## src/rtl/core/aes_block_decrypt_assert.svh

```systemverilog
// Assertion macros for the AES block decrypt core.
// Used by the top level; expects signals named clk and rst_n in scope.
`ifndef AES_BLOCK_DECRYPT_ASSERT_SVH
`define AES_BLOCK_DECRYPT_ASSERT_SVH

// Same-cycle implication, disabled while reset is asserted.
`define AESBD_IMPLIES(lbl, ante, cons) \
  lbl: assert property (@(posedge clk) disable iff (!rst_n) (ante) |-> (cons)) \
    else $error("aesbd same-cycle check failed");

// Next-cycle implication, disabled while reset is asserted.
`define AESBD_NEXT(lbl, ante, cons) \
  lbl: assert property (@(posedge clk) disable iff (!rst_n) (ante) |=> (cons)) \
    else $error("aesbd next-cycle check failed");

`endif

```

## src/rtl/core/aesbd_pkg.sv

```systemverilog
// Shared constants and GF(2^8) helpers for the AES block decrypt core.
// No dependencies; imported by every module of the core.
package aesbd_pkg;

  localparam int NumCells = 15;

  typedef logic [1:0] cell_op_t;
  localparam cell_op_t OP_PASS   = 2'd0;
  localparam cell_op_t OP_WHITEN = 2'd1;
  localparam cell_op_t OP_ROUND  = 2'd2;
  localparam cell_op_t OP_FINAL  = 2'd3;

  localparam logic [2:0] REG_KEY_MODE = 3'd0;
  localparam logic [2:0] REG_KEY_0_7  = 3'd1;
  localparam logic [2:0] REG_KEY_8_15 = 3'd2;
  localparam logic [2:0] REG_KEY_16_23 = 3'd3;
  localparam logic [2:0] REG_KEY_24_31 = 3'd4;

  typedef struct packed {
    cell_op_t     op;
    logic [127:0] rkey;
  } cell_ctl_t;

  // Entry 0 sits in the top byte.
  localparam logic [2047:0] SBOX_TBL = {
    128'h637c777bf26b6fc53001672bfed7ab76, 128'hca82c97dfa5947f0add4a2af9ca472c0,
    128'hb7fd9326363ff7cc34a5e5f171d83115, 128'h04c723c31896059a071280e2eb27b275,
    128'h09832c1a1b6e5aa0523bd6b329e32f84, 128'h53d100ed20fcb15b6acbbe394a4c58cf,
    128'hd0efaafb434d338545f9027f503c9fa8, 128'h51a3408f929d38f5bcb6da2110fff3d2,
    128'hcd0c13ec5f974417c4a77e3d645d1973, 128'h60814fdc222a908846eeb814de5e0bdb,
    128'he0323a0a4906245cc2d3ac629195e479, 128'he7c8376d8dd54ea96c56f4ea657aae08,
    128'hba78252e1ca6b4c6e8dd741f4bbd8b8a, 128'h703eb5664803f60e613557b986c11d9e,
    128'he1f8981169d98e949b1e87e9ce5528df, 128'h8ca1890dbfe6426841992d0fb054bb16};

  localparam logic [2047:0] INV_SBOX_TBL = {
    128'h52096ad53036a538bf40a39e81f3d7fb, 128'h7ce339829b2fff87348e4344c4dee9cb,
    128'h547b9432a6c2233dee4c950b42fac34e, 128'h082ea16628d924b2765ba2496d8bd125,
    128'h72f8f66486689816d4a45ccc5d65b692, 128'h6c704850fdedb9da5e154657a78d9d84,
    128'h90d8ab008cbcd30af7e45805b8b34506, 128'hd02c1e8fca3f0f02c1afbd0301138a6b,
    128'h3a9111414f67dcea97f2cfcef0b4e673, 128'h96ac7422e7ad3585e2f937e81c75df6e,
    128'h47f11a711d29c5896fb7620eaa18be1b, 128'hfc563e4bc6d279209adbc0fe78cd5af4,
    128'h1fdda8338807c731b11210592780ec5f, 128'h60517fa919b54a0d2de57a9f93c99cef,
    128'ha0e03b4dae2af5b0c8ebbb3c83539961, 128'h172b047eba77d626e169146355210c7d};

  function automatic logic [7:0] sbox(input logic [7:0] x);
    return SBOX_TBL[{~x, 3'b000} +: 8];
  endfunction

  function automatic logic [7:0] inv_sbox(input logic [7:0] x);
    return INV_SBOX_TBL[{~x, 3'b000} +: 8];
  endfunction

  function automatic logic [7:0] xtime(input logic [7:0] a);
    return {a[6:0], 1'b0} ^ (a[7] ? 8'h1b : 8'h00);
  endfunction

  function automatic logic [31:0] sub_word(input logic [31:0] w);
    return {sbox(w[31:24]), sbox(w[23:16]), sbox(w[15:8]), sbox(w[7:0])};
  endfunction

endpackage

```

## src/rtl/core/aesbd_cell.sv

```systemverilog
// One cell of the decrypt chain: a single inverse round, a whitening step or a pass.
// Depends on aesbd_pkg for the inverse S-box and GF helpers.
module aesbd_cell
  import aesbd_pkg::*;
(
  input  logic         clk,
  input  logic         rst_n,
  input  cell_ctl_t    ctl,
  input  logic         up_valid,
  input  logic [127:0] up_data,
  output logic         up_ready,
  output logic         dn_valid,
  output logic [127:0] dn_data,
  input  logic         dn_ready
);

  logic         valid_r;
  logic [127:0] data_r;
  logic [127:0] data_nxt;
  logic [127:0] shifted;
  logic [127:0] keyed;
  logic [127:0] mixed;

  always_comb begin
    logic [7:0] a0, a1, a2, a3;
    logic [7:0] m2 [4];
    logic [7:0] m4 [4];
    logic [7:0] m8 [4];
    logic [7:0] av [4];
    // Byte n of the state sits at bits 127-8n downward; byte 4c+r is row r, column c.
    for (int c = 0; c < 4; c++) begin
      for (int r = 0; r < 4; r++) begin
        shifted[127 - 8 * (4 * ((c + r) % 4) + r) -: 8] = inv_sbox(up_data[127 - 8 * (4 * c + r) -: 8]);
      end
    end
    keyed = shifted ^ ctl.rkey;
    for (int c = 0; c < 4; c++) begin
      for (int r = 0; r < 4; r++) begin
        av[r] = keyed[127 - 8 * (4 * c + r) -: 8];
        m2[r] = xtime(av[r]);
        m4[r] = xtime(m2[r]);
        m8[r] = xtime(m4[r]);
      end
      // Coefficients 14, 11, 13, 9 rotated per row.
      a0 = (m8[0] ^ m4[0] ^ m2[0]) ^ (m8[1] ^ m2[1] ^ av[1]) ^ (m8[2] ^ m4[2] ^ av[2])
           ^ (m8[3] ^ av[3]);
      a1 = (m8[0] ^ av[0]) ^ (m8[1] ^ m4[1] ^ m2[1]) ^ (m8[2] ^ m2[2] ^ av[2])
           ^ (m8[3] ^ m4[3] ^ av[3]);
      a2 = (m8[0] ^ m4[0] ^ av[0]) ^ (m8[1] ^ av[1]) ^ (m8[2] ^ m4[2] ^ m2[2])
           ^ (m8[3] ^ m2[3] ^ av[3]);
      a3 = (m8[0] ^ m2[0] ^ av[0]) ^ (m8[1] ^ m4[1] ^ av[1]) ^ (m8[2] ^ av[2])
           ^ (m8[3] ^ m4[3] ^ m2[3]);
      mixed[127 - 32 * c -: 32] = {a0, a1, a2, a3};
    end
    unique case (ctl.op)
      OP_PASS:   data_nxt = up_data;
      OP_WHITEN: data_nxt = up_data ^ ctl.rkey;
      OP_ROUND:  data_nxt = mixed;
      OP_FINAL:  data_nxt = keyed;
      default:   data_nxt = up_data;
    endcase
  end

  assign up_ready = !valid_r || dn_ready;

  always_ff @(posedge clk) begin
    if (!rst_n) begin
      valid_r <= 1'b0;
    end else if (up_ready) begin
      valid_r <= up_valid;
    end
  end

  always_ff @(posedge clk) begin
    if (up_ready && up_valid) begin
      data_r <= data_nxt;
    end
  end

  assign dn_valid = valid_r;
  assign dn_data  = data_r;

endmodule

```

## config.mk

```make
export PLATFORM = sky130hd
export DESIGN_NAME = aesbd_cell
export DESIGN_NICKNAME = d
export VERILOG_FILES = /design/src/rtl/core/aes_block_decrypt_assert.svh /design/src/rtl/core/aesbd_pkg.sv /design/src/rtl/core/aesbd_cell.sv
export SDC_FILE = /design/constraint.sdc
export NUM_CORES = 2
export LEC_CHECK = 0
export BUFFER_PORTS_ARGS = -buffer_cell sky130_fd_sc_hd__buf_2
export CELL_PAD_IN_SITES_DETAIL_PLACEMENT = 1
export CELL_PAD_IN_SITES_GLOBAL_PLACEMENT = 1
export CORE_UTILIZATION = 30
export DETAILED_ROUTE_END_ITERATION = 12
export PLACE_DENSITY_LB_ADDON = 0.1
export SLEW_MARGIN = 25
export SYNTH_ARGS = -nofsm -noshare
export SYNTH_HDL_FRONTEND = slang
export SYNTH_SLANG_ARGS = --single-unit
```

## constraint.sdc

```tcl
create_clock -name clk -period 16.35 [get_ports clk]
set_clock_uncertainty 0.2 [all_clocks]
set_input_delay 1.635 -clock clk [delete_from_list [all_inputs] [get_ports clk]]
set_output_delay 1.635 -clock clk [all_outputs]
set_load 0.02 [all_outputs]
```

==> results.txt <==
run status - completed
critical path's largest stage delay - 0.89 ns
slowest library cell on the worst path - sky130_fd_sc_hd__o22ai_1
pin slew with the least headroom to its limit - 1.144 ns
aggregate negative setup slack - 0 ns
H-Tree Depth - 4
core region area - 240800 sq um
wire length of the first global-routing pass - 667600 um
estimated wirelength of the detail-placed design - 342900 um
IO Count - 392
worst supply voltage drop on vdd - 93.05 uV
dominant cell by count in the synthesized netlist - sky130_fd_sc_hd__a21oi_1
number of iterations in the first detailed-routing pass - 8
Port Buffer Count - 391
leakage component of the power - 0.02657 uW
number of nets in the synthesized netlist - 10810
number of cells produced by synthesis - 10290
CTS buffer count - 17
number of synthesized register bits - 129
final RePlAce weighted congestion - 1.008
remaining number of nets flagged by the antenna check after routing - 0
crit-path max FO - 36
sequential share of power - 0.084
required time worst endpoint - 16.49 ns
net switching power of the design - 4387 uW
fin nets - 10280
clock latency reported for the late side of the worst-skew pair - 0.54 ns
final period utilization - 0.4897
Iteration-0 DRC Markers - 12100
type of destination of the critical path - register
count of clock tree sinks - 129
post-synthesis cell type with the largest combined area - sky130_fd_sc_hd__xnor2_1
Yosys cell types - 113
type of the worst setup path - input pin to register
most common library cells after synthesis - sky130_fd_sc_hd__a21oi_1 (781), sky130_fd_sc_hd__nand2_1 (709), sky130_fd_sc_hd__o21ai_0 (707), sky130_fd_sc_hd__nor2_1 (655), sky130_fd_sc_hd__xnor2_1 (615)
Total Die Area - 244200 sq um
final wirelength - 471600 um
Slew headroom - 0.2175
worst hold-check slack - 0.3554 ns
async set or reset register ratio after synthesis - 0
initial core utilization - 0.3018
CTS root buf - sky130_fd_sc_hd__clkbuf_16
switching portion of total power - 0.5636
area added between synthesis and finish - 4.375%
portion of total power attributed to the clock network - 0.059
clock-pin slew of the registers on the worst-case setup and hold paths - 0.08 ns
via count of the first global-routing pass - 86010
path category of the worst min-delay check - register to register
Setup Buffers After CTS - 0
fraction of final layout cells with drive strength greater than 1 - 0.1161
Critical Path Start Type - input pin
hold-fix buffer count after cts - 0
fmax - 124.9 MHz
power per standard cell area - 102.6 nW/um^2
RSZ-0062 raised after global routing - no
post-route minimum period - 8.006 ns
pin count of the biggest net entering global routing - 91
detailed-route via count - 89440
sequential fraction of the synthesis area - 0.05317
number of buffers between clock root and the deepest sink - 2
gr usage total - 0.3677
final standard cell area without fillers - 75850 sq um
number of hold violations in the final report - 0
worst path cell trace - buf_2, buf_4, clkinv_1, ha_1, or3b_2, a31o_2, o22ai_1, a2111oi_0, o22ai_1, xor2_2, xnor2_2, xnor3_1, xor2_1, xnor2_1, xnor3_1, a221oi_1
number of remaining DRC errors - 0
post-synth top area share - 0.07412
wire length per cell after detailed routing - 36.27 um
Critical Path AT - 8.14 ns
Avg Synthesized Cell Area - 7.063 sq um
number of placement rows - 180
CTS tree - built
summed instance area of the synthesized netlist - 72670 sq um
Maximum Capacitance Violations - 0
Max Slew Vio Count - 0
internal power - 3397 uW
Area after DPL - 75120 sq um
number of enable flip-flop cells after synthesis - 128
Yosys warnings - 0
part of the power in combinational logic - 0.857
die outline width - 494.2 um
fill cell total of the finished layout - 29710
Die Span Y - 494.2 um
leading post-synthesis cells by cell area - sky130_fd_sc_hd__xnor2_1 (7.4%), sky130_fd_sc_hd__a21oi_1 (5.4%), sky130_fd_sc_hd__edfxtp_1 (5.3%)
top_reg_cell synth - sky130_fd_sc_hd__edfxtp_1
number of antenna violations at the first check in global routing - 71
ratio of routed vias to standard cells - 6.879
final setup vio count - 0
# resized after CTS - 0
global-route congestion overflow total - 0
[final timing paths]
kind	from	to	slack, ns	cells past startpoint
worst max-delay path	up_data[113]	dn_data[92]	8.34	16
worst min-delay path	dn_valid	dn_valid	0.36	2
worst max register to register	dn_valid	dn_data[95]	13.77	3
worst min register to register	dn_valid	dn_valid	0.36	2
[critical path, delay by kind of cell]
kind,cells,cell delay (ns)
buffers and inverters,3,1.14
adder cells (fa/ha/maj),1,0.67
XOR/XNOR,6,2.24
AO/OA/AOI/OAI,5,1.78
AND/OR/NAND/NOR,1,0.59
[placed cells by master, fill, tap and decap left out, drive strengths merged, types with 114 or more instances in the layout]
cell and instances:
a211oi 272, a21oi 781, a221oi 125, a311oi 171, a31oi 199, and2 114
buf 652, edfxtp 128, ha 260, inv 190, mux2i 138, mux4 119
nand2 711, nand2b 417, nand3 277, nor2 655, nor2b 321, nor3 331
o211ai 194, o21ai 762, o221ai 132, o311ai 147, xnor2 659, xor2 252
[power by group through the flow]
stage	registers (uW)	logic (uW)	clock network, uW
2_1_floorplan	708	4370	0
3_3_place_gp	660	6550	0
3_5_place_dp	656	6530	0
4_1_cts	651	6570	468
5_1_grt	656	6960	473
6_report	655	6670	457
[metrics by stage]
stage,setup WS [ns],total power (uW),cells,utilization
4_1_cts,8.437,7694,12950,0.3145
3_5_place_dp,7.856,7187,12920,0.3120
6_report,8.344,7785,13000,0.3151
3_3_place_gp,7.731,7214,12920,0.3119
2_1_floorplan,9.911,5077,10290,-
5_1_grt,8.227,8091,12990,0.3149
[cell families (layout without fill, tap and decap cells)]
logic type | Yosys count | count (layout) | share of synthesized area
flops | 129 | 129 | 0.05317
other cells | 0 | 48 | 0
fa+ha+maj | 260 | 260 | 0.04477
xor+xnor | 1004 | 1004 | 0.1471
simple gates | 3281 | 3281 | 0.2291
buf+inv | 1406 | 886 | 0.08753
mux | 311 | 311 | 0.06425
compound gates | 3898 | 3898 | 0.3741
[registers in the layout, summed over array words and instances, names as in the netlist]
name / cells
dn_valid: 1
dn_data: 128
[metal layers]
layer	vias up	part of all wire	track usage
met3	1064	0.082	0.06104
li1	37950	-	-
met5	-	0.00073	0
met2	5233	0.44	0.5653
met4	56	0.067	0.2164
met1	45130	0.41	0.4818
[final cells by class]
| class | instances | area (sq um) | share of cell area |
|---|---|---|---|
| well taps | 3185 | 3985 | 0.05254 |
| inverters | 202 | 763.2 | 0.01006 |
| multi-input cells | 8754 | 62510 | 0.8241 |
| diodes | 48 | 120.1 | 0.001584 |
| clock buffers | 17 | 425.4 | 0.005609 |
| clock inverters | 15 | 171.4 | 0.002260 |
| repair buffers | 652 | 4015 | 0.05293 |
| flip-flops and latches | 129 | 3864 | 0.05094 |
No activity file was read; power rests on OpenSTA's default activity.
